`config.mk`:
```
export PLATFORM = sky130hd
export DESIGN_NAME = dgp_front
export DESIGN_NICKNAME = d
export VERILOG_FILES = /design/src/hw/rtl/dgp_pkg.sv /design/src/hw/rtl/dgp_front.sv
export SDC_FILE = /design/constraint.sdc
export NUM_CORES = 1
export LEC_CHECK = 0
export BUFFER_PORTS_ARGS = -buffer_cell sky130_fd_sc_hd__buf_4
export CORE_AREA = 2 2 215 217
export DETAILED_ROUTE_END_ITERATION = 8
export DIE_AREA = 0 0 217 219
export GPL_ROUTABILITY_DRIVEN = 0
export GPL_TIMING_DRIVEN = 0
export PLACE_DENSITY = 0.68
export SYNTH_ARGS = -nofsm -noshare
export SYNTH_HDL_FRONTEND = slang
export SYNTH_SLANG_ARGS = --single-unit
```
`constraint.sdc`:
```
create_clock -name clk -period 19.1 [get_ports clk]
set_input_delay 3.82 -clock clk [delete_from_list [all_inputs] [get_ports clk]]
set_output_delay 3.82 -clock clk [all_outputs]
set_load 0.02 [all_outputs]
```
`src/hw/rtl/dgp_pkg.sv`:
```
// dgp_pkg: shared types and constants for the delaunay geometric predicates block
// payload structs, difference item, back-end status and sign codes; no dependencies

package dgp_pkg;

  localparam int COORD_BITS = 24;
  localparam int DIFF_W     = COORD_BITS + 1;
  localparam int PROD_W     = 2 * DIFF_W;
  localparam int LIFT_W     = PROD_W + 1;
  localparam int SPLIT_W    = (LIFT_W + 1) / 2;
  localparam int HI_W       = LIFT_W - SPLIT_W;
  localparam int PP_W       = 2 * SPLIT_W + 2;
  localparam int DET_W      = 2 * LIFT_W + 2;

  localparam int BACK_LAT   = 6;
  localparam int OUT_DEPTH  = BACK_LAT + 2;
  localparam int MID_DEPTH  = 4;
  localparam int INFL_W     = $clog2(BACK_LAT + 1);

  typedef logic signed [COORD_BITS-1:0] coord_t;
  typedef logic signed [DIFF_W-1:0]     diff_t;
  typedef logic signed [1:0]            sgn_t;

  localparam sgn_t SIGN_ZERO = 2'sb00;
  localparam sgn_t SIGN_POS  = 2'sb01;
  localparam sgn_t SIGN_NEG  = 2'sb11;

  typedef enum logic {
    OP_ORIENT   = 1'b0,
    OP_INCIRCLE = 1'b1
  } op_t;

  typedef struct packed {
    logic   mode;
    coord_t a_x;
    coord_t a_y;
    coord_t b_x;
    coord_t b_y;
    coord_t c_x;
    coord_t c_y;
    coord_t d_x;
    coord_t d_y;
  } in_t;

  typedef struct packed {
    sgn_t sign_result;
    logic degenerate;
  } out_t;

  typedef struct packed {
    op_t   op;
    diff_t acx;
    diff_t acy;
    diff_t bcx;
    diff_t bcy;
    diff_t adx;
    diff_t ady;
    diff_t bdx;
    diff_t bdy;
    diff_t cdx;
    diff_t cdy;
  } diff_item_t;

  typedef struct packed {
    logic              res_valid;
    logic [INFL_W-1:0] inflight;
  } back_stat_t;

endpackage

```
`src/hw/rtl/dgp_front.sv`:
```
// dgp_front: input stage, classifies the transfer and forms coordinate differences
// depends on dgp_pkg

module dgp_front (
  input  logic                clk,
  input  logic                rst_n,
  input  logic                push,
  input  dgp_pkg::in_t        in_data,
  output logic                full,
  input  logic                mid_full,
  output logic                mid_push,
  output dgp_pkg::diff_item_t mid_data
);

  logic                front_v_r, front_v_nxt;
  dgp_pkg::diff_item_t front_r, front_nxt;
  logic                advance;

  assign advance  = !front_v_r || !mid_full;
  assign full     = !advance;
  assign mid_push = front_v_r && !mid_full;
  assign mid_data = front_r;

  always_comb begin
    front_v_nxt   = advance ? push : front_v_r;
    front_nxt.op  = in_data.mode ? dgp_pkg::OP_INCIRCLE : dgp_pkg::OP_ORIENT;
    front_nxt.acx = dgp_pkg::diff_t'(in_data.a_x) - dgp_pkg::diff_t'(in_data.c_x);
    front_nxt.acy = dgp_pkg::diff_t'(in_data.a_y) - dgp_pkg::diff_t'(in_data.c_y);
    front_nxt.bcx = dgp_pkg::diff_t'(in_data.b_x) - dgp_pkg::diff_t'(in_data.c_x);
    front_nxt.bcy = dgp_pkg::diff_t'(in_data.b_y) - dgp_pkg::diff_t'(in_data.c_y);
    front_nxt.adx = dgp_pkg::diff_t'(in_data.a_x) - dgp_pkg::diff_t'(in_data.d_x);
    front_nxt.ady = dgp_pkg::diff_t'(in_data.a_y) - dgp_pkg::diff_t'(in_data.d_y);
    front_nxt.bdx = dgp_pkg::diff_t'(in_data.b_x) - dgp_pkg::diff_t'(in_data.d_x);
    front_nxt.bdy = dgp_pkg::diff_t'(in_data.b_y) - dgp_pkg::diff_t'(in_data.d_y);
    front_nxt.cdx = dgp_pkg::diff_t'(in_data.c_x) - dgp_pkg::diff_t'(in_data.d_x);
    front_nxt.cdy = dgp_pkg::diff_t'(in_data.c_y) - dgp_pkg::diff_t'(in_data.d_y);
  end

  always_ff @(posedge clk) begin
    if (!rst_n) begin
      front_v_r <= 1'b0;
    end else begin
      front_v_r <= front_v_nxt;
    end
  end

  always_ff @(posedge clk) begin
    if (advance && push) begin
      front_r <= front_nxt;
    end
  end

endmodule

```
==> results.py <==
metrics = {
    "yosys": {
        "ys_seq_elements": 252,
        "netlist_instances": 2069,
        "ys_warn_count": 0,
        "ys_top_cells_by_area": "edfxtp_1 37%, ha_1 15%, xnor2_1 4.8%",
        "synth_top_cells_by_count": "251 x edfxtp_1, 240 x ha_1, 189 x a21oi_1, 181 x inv_1, 137 x nor2_1",
        "synthArstFlopShare_pct": 0,
        "synthFlopType": "edfxtp_1",
        "synth_edf_count": 251,
        "syn-cell-area_um2": 20100,
        "yosys.area.top_type": "edfxtp_1",
        "synth_nets": 2516,
        "yosysTopAreaCellShare_pct": 37.5,
        "syn_area_per_cell_um2": 9.72,
        "yosysUniqueCellTypes": 77,
        "synth_most_common_cell": "edfxtp_1",
        "ys_seq_area_share_pct": 37.6,
    },
    "pwr": {
        "p_per_area_nw_per_um2": 82.1,
        "cellLeakagePower_uw": 0.0114,
        "ir_worst_vdd_mv": 0.0667,
    },
    "routing": {
        "drtIter0Drc": 1832,
        "vias_per_cell": 5.77,
        "wl_per_cell_um": 20.7,
        "finalWirelength_um": 66000,
        "firstDrtPassIters": 6,
        "vias": 18400,
        "ant_nets": 0,
        "drc": 0,
    },
    "die": {
        "die_area_um2": 47500,
        "rows": 78,
        "die_w_um": 217,
        "ios": 450,
        "core_area_um2": 45100,
        "start_util_pct": 44.6,
        "die_h_um": 219,
    },
    "placement": {
        "dpl.hpwl_um": 54100,
        "place_area_um2": 24400,
        "io_buffers": 449,
    },
    "sta": {
        "fin_setup_tns_ns": 0,
        "fmax_mhz": 123,
        "fin_skew_ns": 0.00949,
        "setup_violations": 0,
        "final-hold-violation-count": 0,
        "fin_crit_sh_pct": 42.6,
        "min_period_ns": 8.14,
        "grt_setup_unrepaired": "false",
        "maxSlewViolCount": 0,
        "relSlewSlack_pct": 23.9,
        "worstMarginPinSlew_ns": 1.13,
    },
    "worst_setup_path": {
        "arrival_ns": 4.32,
        "required_ns": 15.28,
        "worstSetupPathType": "primary input to output port",
        "critPathLaunchType": "primary input",
        "end_kind": "output port",
        "crit_fanout": 3,
    },
    "clocking": {
        "cts_setup_buffers": 0,
        "numCtsBuffers": 31,
        "cts_tree": "done",
        "postCtsHoldBufs": 0,
        "post_cts_resized": 0,
        "clk_pin_slew_ns": 0.06,
        "cts_max_level": 1,
        "clockBufferDepth": 3,
        "clk_latency_ns": 0.59,
        "cts.sinks": 252,
        "cts_root_buf": "clkbuf_16",
    },
    "global_routing": {
        "antenna_found_initial": 1,
        "grt_pass1_wl_um": 99600,
        "grt_max_degree": 37,
        "groute.usage.overall_pct": 26.8,
        "grt_pass1_vias": 18400,
        "grt-ovfl-total": 0,
    },
    "min_path": {
        "hold_path_class": "flip-flop to flip-flop",
    },
    "finish": {
        "syn2layout_area_growth_pct": 26.6,
        "drive_above_1_share_pct": 20.6,
        "design_area_um2": 25500,
        "fill_cells": 3908,
        "nets": 3006,
    },
    "job": {
        "max_cap_viol_count": 0,
    },
    "outcome": {
        "outcome": "finished, final reports clean",
    },
}
[final timing paths]
check / start / to / slack [ns] / cells after the start
setup reg to reg: front_v_r / mid_data[41] / 16.95 / 5
hold / removal: front_v_r / front_v_r / 0.71 / 2
setup / recovery: mid_full / full / 10.96 / 3
hold reg to reg: front_v_r / front_v_r / 0.71 / 2
[cell type report]
type | instances | area, µm² | area share [%]
multi-input combinational | 1604 | 11700 | 46.1
sequential | 252 | 7560 | 29.7
timing repair buffer | 457 | 3530 | 13.9
clock buffer | 46 | 902 | 3.54
tap | 600 | 751 | 2.95
inverter | 181 | 679 | 2.67
clock inverter | 11 | 159 | 0.624
buffer | 32 | 134 | 0.526
antenna | 1 | 2.50 | 0.00983
[kinds of logic (layout without fill, tap and decap cells)]
family | after synthesis | count (layout) | share of synthesized area (%)
compound gates | 675 | 675 | 22.4
simple gates | 500 | 500 | 12.3
flops | 252 | 252 | 37.6
fa+ha+maj | 250 | 250 | 15.9
buf+inv | 213 | 727 | 4.04
xor+xnor | 177 | 177 | 7.71
mux | 2 | 2 | 0.106
other cells | 0 | 1 | 0
[layout by cell type (no fill, tap or decap), drive strengths merged, types with 9 or more instances in the layout]
cell type and n:
o21ai 113, buf 463, and3 18, inv 182, and4 10, edfxtp 251
xnor2 111, a31oi 29, o31a 11, clkbuf 72, fa 10, nand4 28
ha 240, a211o 15, nor2 137, nor3 36, a21o 77, o21bai 31
o211ai 21, xor2 66, nor2b 49, o21a 51, a211oi 18, or3 9
a21oi 189, o2111ai 10, a21boi 11, nand2b 27, o31ai 16, nand2 111
nand3 43
[report_power, final]
part / internal [µW] / switching, µW / total [µW] / leakage [µW]
clock network: 377 / 244 / 621 / 0.000518
registers: 712 / 26.9 / 739 / 0.00243
logic: 300 / 431 / 731 / 0.00846
total: 1390 / 701 / 2090 / 0.0114
[layer usage]
layer	routed length, µm	share of wire, %	up-vias	global-route usage [%]
met5	0	0	-	0
met4	1930	2.9	0	7.60
met3	5720	8.7	133	5.31
met2	32900	50	797	49.5
met1	25400	38	8682	31.4
li1	-	-	8744	-
[through the flow]
stage                     hold slack (ns)  util [%]  setup slack, ns  cells  power (µW)
final                               0.710      56.5            10.96   3184        2090
after global routing                0.720      56.5            10.96   3184        2190
after CTS                           0.697      56.5            10.97   3183        2100
after detailed placement            0.684      54.1            10.97   3126        1470
after global placement              0.594      53.7            -2.44   3118        1470
after floorplan                     0.713         -             3.18   2069        1210
[worst max-delay path, stage by stage]
cell and delay (ns):
buf_4 0.11, and2_1 0.21, buf_4 0.18
[sequential cells by signal (all words and copies together), names as in the netlist]
register,count
front_v_r,1
mid_data,251
(Power assumes the default switching activity.)
