$ cat config.mk
export PLATFORM = sky130hd
export DESIGN_NAME = dgp_fifo
export DESIGN_NICKNAME = d
export VERILOG_FILES = /design/src/hw/rtl/dgp_fifo.sv
export SDC_FILE = /design/constraint.sdc
export NUM_CORES = 1
export LEC_CHECK = 0
export BUFFER_PORTS_ARGS = -buffer_cell sky130_fd_sc_hd__buf_4
export CAP_MARGIN = 5
export CELL_PAD_IN_SITES_DETAIL_PLACEMENT = 1
export CELL_PAD_IN_SITES_GLOBAL_PLACEMENT = 1
export CORE_ASPECT_RATIO = 1.2
export CORE_MARGIN = 4
export CORE_UTILIZATION = 40
export DETAILED_ROUTE_END_ITERATION = 6
export GPL_TIMING_DRIVEN = 0
export PLACE_DENSITY = 0.76
export RECOVER_POWER = 25
export SLEW_MARGIN = 40
export SYNTH_ARGS = -nofsm -noshare
export SYNTH_HDL_FRONTEND = slang
export SYNTH_SLANG_ARGS = --single-unit
$ cat constraint.sdc
create_clock -name clk -period 2.3 [get_ports clk]
set_clock_uncertainty 0.1 [all_clocks]
set_input_delay 0.345 -clock clk [delete_from_list [all_inputs] [get_ports clk]]
set_output_delay 0.345 -clock clk [all_outputs]
set_load 0.1 [all_outputs]
$ cat src/hw/rtl/dgp_fifo.sv
// dgp_fifo: small synchronous queue of any packed item type
// used between front and back and as the result queue; no package dependency

module dgp_fifo #(
  parameter type item_t = logic,
  parameter int  DEPTH  = 4,
  localparam int AW     = $clog2(DEPTH),
  localparam int CW     = $clog2(DEPTH + 1)
) (
  input  logic          clk,
  input  logic          rst_n,
  input  logic          push,
  input  item_t         wdata,
  input  logic          pop,
  output item_t         rdata,
  output logic          full,
  output logic          empty,
  output logic [CW-1:0] count
);

  item_t         mem_r [DEPTH];
  logic [AW-1:0] wr_ptr_r, wr_ptr_nxt;
  logic [AW-1:0] rd_ptr_r, rd_ptr_nxt;
  logic [CW-1:0] cnt_r, cnt_nxt;
  logic          do_push, do_pop;

  assign full    = (cnt_r == CW'(DEPTH));
  assign empty   = (cnt_r == '0);
  assign count   = cnt_r;
  assign rdata   = mem_r[rd_ptr_r];
  assign do_push = push && !full;
  assign do_pop  = pop && !empty;

  always_comb begin
    wr_ptr_nxt = wr_ptr_r;
    rd_ptr_nxt = rd_ptr_r;
    if (do_push) begin
      wr_ptr_nxt = (wr_ptr_r == AW'(DEPTH - 1)) ? '0 : wr_ptr_r + 1'b1;
    end
    if (do_pop) begin
      rd_ptr_nxt = (rd_ptr_r == AW'(DEPTH - 1)) ? '0 : rd_ptr_r + 1'b1;
    end
    case ({do_push, do_pop})
      2'b10:   cnt_nxt = cnt_r + 1'b1;
      2'b01:   cnt_nxt = cnt_r - 1'b1;
      default: cnt_nxt = cnt_r;
    endcase
  end

  always_ff @(posedge clk) begin
    if (!rst_n) begin
      wr_ptr_r <= '0;
      rd_ptr_r <= '0;
      cnt_r    <= '0;
    end else begin
      wr_ptr_r <= wr_ptr_nxt;
      rd_ptr_r <= rd_ptr_nxt;
      cnt_r    <= cnt_nxt;
    end
  end

  always_ff @(posedge clk) begin
    if (do_push) begin
      mem_r[wr_ptr_r] <= wdata;
    end
  end

endmodule

==> results list, run 1 <==
* Clock Path Buffers: 2
* First-pass iteration count of the detailed router: 2
- Number of setup buffers added after CTS: 0
- The flow ran to the end, and the final reports show no timing, DRC or antenna violations.
- STA classifies the critical path startpoint as a flip-flop.
* Count of cell instances traversed by the critical path: 10
* Crit path DAT: 2.22 ns
- After detailed routing, the number of vias per cell comes to 4.98.
* Clock buffers created by TritonCTS: 3
- Biggest cell delay along the critical path: 0.37 ns
- 0 antenna diodes ended up in the layout.
* Async S/R FF share, synth: 0%
- Netlist area before placement: 637 sq um
- The number of hold buffers added after CTS was 0.
- Actual slew at the worst max-slew pin: 0.414 ns
- The startpoint identified for the worst register-to-register timing path is count[1]$_SDFFE_PN0P_.
* Die Width: 44.4 microns
- A synthesized cell averages 10.4 sq um.
- Leaving out fill and tap cells, the most frequent cells in the layout are sky130_fd_sc_hd__buf_4 (10), sky130_fd_sc_hd__nand2_1 (7), sky130_fd_sc_hd__and2_1 (6), sky130_fd_sc_hd__dfxtp_1 (6).
- In this design, the critical path's most frequently occurring cell is sky130_fd_sc_hd__inv_2.
- The first global-routing pass estimated 1970 microns of wire.
- Number of synthesized flops with an enable pin: 4
* Crit end category: flip-flop
- Aggregate global routing overflow: 0
- Area grow syn2layout: 25.0%
- Area of the multi-input gates: 333 sq um
- The startpoint identified for the worst hold timing path is wdata.
- The floorplan has 15 rows.
- After clock tree synthesis, the clock-pin slew on the worst setup and hold paths is 0.08 ns.
* Final wirelength: 1150 microns
- The library cell used most frequently in the layout, excluding fill and tap cells, is sky130_fd_sc_hd__buf_4.
- Static timing analysis puts the maximum clock frequency at 471 MHz.
* Pre-CTS worst setup slack: 0.0769 ns
* Clock sink count: 13
- Sequential cell area fraction in the yosys report: 47.2%
- Placeable core area: 0.00146 sq mm
* Share of post-route cells with drive strength above 1: 32.0%
* Fill cell count: 176
- Setup violations remaining at the end of the flow were counted as 0.
- At the end of the flow, the number of nets in the layout was 88.
- Detail-routed net length per standard cell: 12.4 microns
- Distinct cell type count after synthesis: 22
- CP Max Fanout: 7
- The tightest min-delay check is of the in -> reg type.
- Initial antenna violation count: 0
* Hold Path Cell Cnt: 1
* Cell with the biggest individual delay on the critical path: sky130_fd_sc_hd__dfxtp_2
- Unrepaired setup endpoints after global routing: no
* Resized Gates After CTS: 0
* Count of max-cap constraint violations: 0
- Count of pins over their slew limit: 0
- For this block, the initial DRC count from the detailed router was 1.
- The initial utilization of the core area, before any placement, comes to 43.5%.
- Across all setup checks in the final design, the least slack found is 0.175 ns.
- Chain of cells forming the critical path: nor3b_4, nor2b_1, buf_4, inv_2, ha_4, inv_2, fa_2, xor2_1, or3_1, a21boi_1
- The worst register-to-register path has a setup slack of 0.17 ns.
- During placement, the flow inserted port buffers numbering 10.
- The die is 51.7 microns tall.
- STA puts the critical path data required time at 2.39 ns.
- Entering global routing, the biggest net connects 11 pins.
* Synthesized netlist cell count: 61
- Minimum period implied by the final worst setup slack: 2.13 ns
* Root buffer cell: sky130_fd_sc_hd__clkbuf_4
* Setup CP Type: reg -> reg
* Detail Placement HPWL: 931 microns
- Worst slew margin: 72.2%
* Dominant delay contributor by cell family on the critical path: simple AND/OR/NAND/NOR gates
* Count of warnings emitted by yosys: 0
- Overall die area: 0.00230 sq mm
- The number of global-route vias before repair was 463.
* Reg2Reg Capture Point: count[2]$_SDFFE_PN0P_
- In the routed design, unresolved DRC markers number 0.
- Number of nets with antenna violations after routing: 0
- TritonCTS clock tree: done
- The later pin in the worst-skew pair is clocked with a latency of 0.26 ns.
- The worst register-to-register path has a depth of 10.
* Ys flop type: sky130_fd_sc_hd__dfxtp_1
- Combined flip-flop and latch cell area: 307 sq um
- Counting flops and latches in the post-synthesis netlist gives 13.
* WHS Endpoint: mem_r[2]$_DFFE_PP_
- The final hold violation count was 0.
- For this run, the total global-route usage over all layers was measured as 12.3%.
- CTS built an H-tree with a depth of 1.
- The number of nets handed over by synthesis was 73.
* Buffers & Inverters on Critical Path: 3
- Post-route fraction of the period consumed by the critical path: 92.4%
- During I/O placement, the number of pins put on the boundary was 11.
- Routability congestion estimate: 0.708
* Number of vias in the routed layout: 458
-- worst max path at each step --
stage / start / to
global placement: count[0]$_SDFFE_PN0P_ / count[2]$_SDFFE_PN0P_
finish: count[1]$_SDFFE_PN0P_ / count[2]$_SDFFE_PN0P_
CTS: count[0]$_SDFFE_PN0P_ / count[2]$_SDFFE_PN0P_
global route: count[1]$_SDFFE_PN0P_ / count[2]$_SDFFE_PN0P_
floorplan: count[2]$_SDFFE_PN0P_ / count[2]$_SDFFE_PN0P_
detailed placement: count[0]$_SDFFE_PN0P_ / count[2]$_SDFFE_PN0P_
-- routing by layer --
metal	track usage, %	up-vias	part of all wire, %
li1	-	229	-
met2	20.6	6	52
met4	8.04	0	3.5
met3	3.11	4	3.0
met5	0	-	0
met1	13.5	219	42
-- kinds of logic (layout without fill, tap and decap cells) --
kind of cell	count (synthesis)	in the layout	synth area share, %
flip-flops	13	13	47.2
adder cells (fa/ha/maj)	7	7	14.9
AO/OA/AOI/OAI	6	6	5.50
buffers and inverters	9	23	5.50
multiplexers	3	3	6.68
AND/OR/NAND/NOR	21	21	17.5
XOR/XNOR	2	2	2.75
-- per-stage QoR --
stage	std cells	cell area (sq um)	setup TNS (ns)	util [%]	hold slack, ns
3_3_place_gp	88	768	0	52.5	0.388
6_report	92	796	0	54.4	0.232
2_1_floorplan	61	672	-1.50	-	0.344
5_1_grt	92	796	0	54.4	0.228
4_1_cts	92	795	0	54.3	0.169
3_5_place_dp	88	768	0	52.5	0.400
-- synth_stat cells, types with 2 or more instances --
cell type / number / area [sq um]
sky130_fd_sc_hd__ha_1: 6 / 75.1
sky130_fd_sc_hd__nand3_1: 2 / 10.0
sky130_fd_sc_hd__nor2_1: 2 / 7.51
sky130_fd_sc_hd__nand2_1: 7 / 26.3
sky130_fd_sc_hd__edfxtp_1: 4 / 120
sky130_fd_sc_hd__mux2i_1: 2 / 20.0
sky130_fd_sc_hd__dfxtp_1: 9 / 180
sky130_fd_sc_hd__inv_1: 7 / 26.3
sky130_fd_sc_hd__and2_1: 6 / 37.5
sky130_fd_sc_hd__o21ai_0: 4 / 20.0
-- final cells by class --
cell class,count,share of cell area [%]
tap,17,2.67
timing repair buffer,10,8.96
sequential,13,38.5
multi-input combinational,39,41.8
inverter,7,3.30
clock buffer,4,3.30
buffer,2,1.42
-- worst reg2reg max path, cell delays in order, from the launching register on --
cell and delay [ns]:
sky130_fd_sc_hd__dfxtp_2 0.37, sky130_fd_sc_hd__nor3b_4 0.22, sky130_fd_sc_hd__nor2b_1 0.07, sky130_fd_sc_hd__buf_4 0.16, sky130_fd_sc_hd__inv_2 0.06, sky130_fd_sc_hd__ha_4 0.13
sky130_fd_sc_hd__inv_2 0.04, sky130_fd_sc_hd__fa_2 0.34, sky130_fd_sc_hd__xor2_1 0.15, sky130_fd_sc_hd__or3_1 0.31, sky130_fd_sc_hd__a21boi_1 0.12
Power of run 1 is left out: the tool's default activity adds up to more than one toggle a clock period on the data nets, which glitch-free logic cannot reach.
==> run 2: changes to the inputs <==
--- a/config.mk
+++ b/config.mk
@@ -5,11 +5,9 @@
 export SDC_FILE = /design/constraint.sdc
 export NUM_CORES = 1
 export LEC_CHECK = 0
-export BUFFER_PORTS_ARGS = -buffer_cell sky130_fd_sc_hd__buf_4
-export CAP_MARGIN = 5
+export BUFFER_PORTS_ARGS = -buffer_cell sky130_fd_sc_hd__clkbuf_2
 export CELL_PAD_IN_SITES_DETAIL_PLACEMENT = 1
 export CELL_PAD_IN_SITES_GLOBAL_PLACEMENT = 1
-export CORE_ASPECT_RATIO = 1.2
 export CORE_MARGIN = 4
 export CORE_UTILIZATION = 40
 export DETAILED_ROUTE_END_ITERATION = 6
==> run 2 against run 1 <==
Cell count fell by 1.1%. Hold slack improved by 0.031 ns. Largest cell class unchanged. Highest routed layer unchanged. Maximum frequency rose by 1.0%. Final area fell by 3.0%. Register-to-register slack improved by 0.02 ns.
==> results list, run 2 (synthesis gave the netlist of run 1 again) <==
- Clock sink count: 13 (unchanged)
- Commonest non-fill, non-tap cell in the layout: sky130_fd_sc_hd__clkbuf_2
* Clock transition at the registers of the reported paths: 0.08 ns (about the same)
- The global-route wire length before repair came to 1930 microns (-2.1%).
* Worst min-delay path category: in -> reg
- Post-detailed-route via-to-cell ratio: 4.95 (-0.67%)
- Combined flip-flop and latch cell area: 307 sq um (unchanged)
- Number of levels the H-tree was split into: 1 (unchanged)
* Biggest cell delay along the critical path: 0.37 ns (about the same)
- Maximum number of pins on one net before global-route repair: 11 (unchanged)
- Number of hold violations in the final report: 0 (unchanged)
* Routability congestion estimate: 0.692 (-2.2%)
- In this design, the largest share of critical-path delay is due to simple AND/OR/NAND/NOR gates.
- The setup path with the least slack is of type reg -> reg.
- The effective utilization at floorplan is 42.3% (-1.2 points).
- The multi-input gate area in the final layout was 333 sq um (unchanged).
* Worst slew margin: 63.6% (-8.7 points)
- Standard-cell rows: 14 (-1)
* Min Hold Slack: 0.263 ns (+0.0311 ns)
- Setup-violating endpoint count in the final report: 0 (unchanged)
* Post-route fraction of the period consumed by the critical path: 91.5% (-0.94 points)
* Routed length on met1: 483 microns (+0.84%)
* Number of setup buffers added after CTS: 0 (unchanged)
* First-iteration detailed-routing DRC count: 1 (unchanged)
- Cell with the biggest individual delay on the critical path: sky130_fd_sc_hd__dfxtp_2
- Detail-routed net length per standard cell: 12.8 microns (+2.5%)
- Quantity of I/O buffers inserted on ports: 10 (unchanged)
* Crit path required time: 2.40 ns (about the same)
* Final nets: 88 (unchanged)
- Worst setup SP type: flip-flop
* Number of vias in the routed layout: 450 (-1.7%)
- Buffers & Inverters on Critical Path: 3 (unchanged)
- The final routed wirelength across all metal layers was 1160 microns (+1.4%).
- Number of nets with antenna violations after routing: 0 (unchanged)
* TritonCTS clock tree: done
* End-of-flow core utilization: 51.2% (-3.1 points)
- The final worst-path setup slack is 0.197 ns (+0.0217 ns).
- Chain of cells forming the critical path: nor3b_4, nor2b_1, buf_4, inv_2, ha_4, inv_2, fa_2, xor2_1, or3_1, a21boi_1
* Area grow syn2layout: 21.2%
- The met3 wire length was 29 microns (-15%).
- Root buffer cell: sky130_fd_sc_hd__clkbuf_4
- The maximum achievable frequency was 475 MHz (+1.0%).
- Count of max-cap constraint violations: 0 (unchanged)
- The total track usage came to 12.7% (+0.35 points).
- Vias in the first global route: 471 (+1.7%)
- Final antenna diode count: 0 (unchanged)
* Crit path DAT: 2.20 ns (-0.02 ns)
- The clock period minus final worst setup slack is 2.10 ns (-0.0217 ns).
* Result of the run: completed
- Actual slew at the worst max-slew pin: 0.549 ns (+0.135 ns)
- Overall die area: 0.00229 sq mm (-0.12%)
- The pre-CTS setup slack came to 0.0898 ns (+0.0129 ns).
* Drt drc: 0 (unchanged)
- Die Height: 47.9 microns (-7.4%)
- The count of pins on the block boundary came to 11 (unchanged).
* Crit end category: flip-flop
- The met2 wire length was 638 microns (+8.0%).
- The number of antenna violations at the first check in global routing is 0 (unchanged).
* Fill cell count: 173 (-1.7%)
- Share of post-route cells with drive strength above 1: 32.0% (unchanged)
- Clock buffers created by TritonCTS: 3 (unchanged)
- The critical-path maximum fanout came to 7 (unchanged).
- The total half-perimeter wirelength after legalization and detailed placement is 910 microns (-2.2%).
- Top Layer Used: met4
- Count of pins over their slew limit: 0 (unchanged)
- The core region area is 0.00151 sq mm (+2.9%).
- The sum of overflow across all layers after global routing came to 0 (unchanged).
- The post-cts sizing count came to 0 (unchanged).
- The total iterations of the first detailed-routing run was 2 (unchanged).
- The library cells used most frequently in the layout, excluding fill and tap cells, are sky130_fd_sc_hd__clkbuf_2 (9), sky130_fd_sc_hd__nand2_1 (7), sky130_fd_sc_hd__and2_1 (6), sky130_fd_sc_hd__dfxtp_1 (6).
* Source-to-sink clock delay at the later pin of the worst-skew pair: 0.27 ns (about the same)
- The number of buffers added to fix hold violations after cts is 0 (unchanged).
- The number of buffers between clock root and the deepest sink is 2 (unchanged).
- Setup repair after global routing left no endpoint under its margin.
* Most frequent CP cell: sky130_fd_sc_hd__inv_2
* Die Width: 47.9 microns (+7.8%)
## run 2: cell count changes in the layout (fill, tap and decap cells not counted)
cell | before | now
sky130_fd_sc_hd__clkbuf_2 | 0 | 9
sky130_fd_sc_hd__buf_4 | 10 | 1
## run 2: final timing paths
path,start,to,slack (ns),depth (start not counted)
worst max-delay path,count[1]$_SDFFE_PN0P_,count[2]$_SDFFE_PN0P_,0.20,10
worst min-delay path,wdata,mem_r[3]$_DFFE_PP_,0.26,1
worst max register to register,count[1]$_SDFFE_PN0P_,count[2]$_SDFFE_PN0P_,0.20,10
worst min register to register,wr_ptr_r[1]$_SDFFE_PN0P_,wr_ptr_r[1]$_SDFFE_PN0P_,0.41,2
## run 2: routing by layer
layer	GRT usage, %	vias up
met5	0	-
li1	-	229
met4	8.06	0
met3	3.38	2
met2	23.2	3
met1	12.3	216
## run 2: per-stage QoR
stage	setup TNS [ns]	instance area [sq um]	cells
finish	0	772	91
global route	0	772	91
CTS	0	768	91
detailed placement	0	742	87
global placement	0	742	87
floorplan	-1.50	672	61
## run 2: layout make-up
cell class	count	area share, %
multi-input cells	39	43.1
flip-flops and latches	13	39.7
repair buffers	10	6.32
clock buffers	4	3.40
inverters	7	3.40
well taps	16	2.59
plain buffers	2	1.46
Power of run 2 is left out for the same reason.
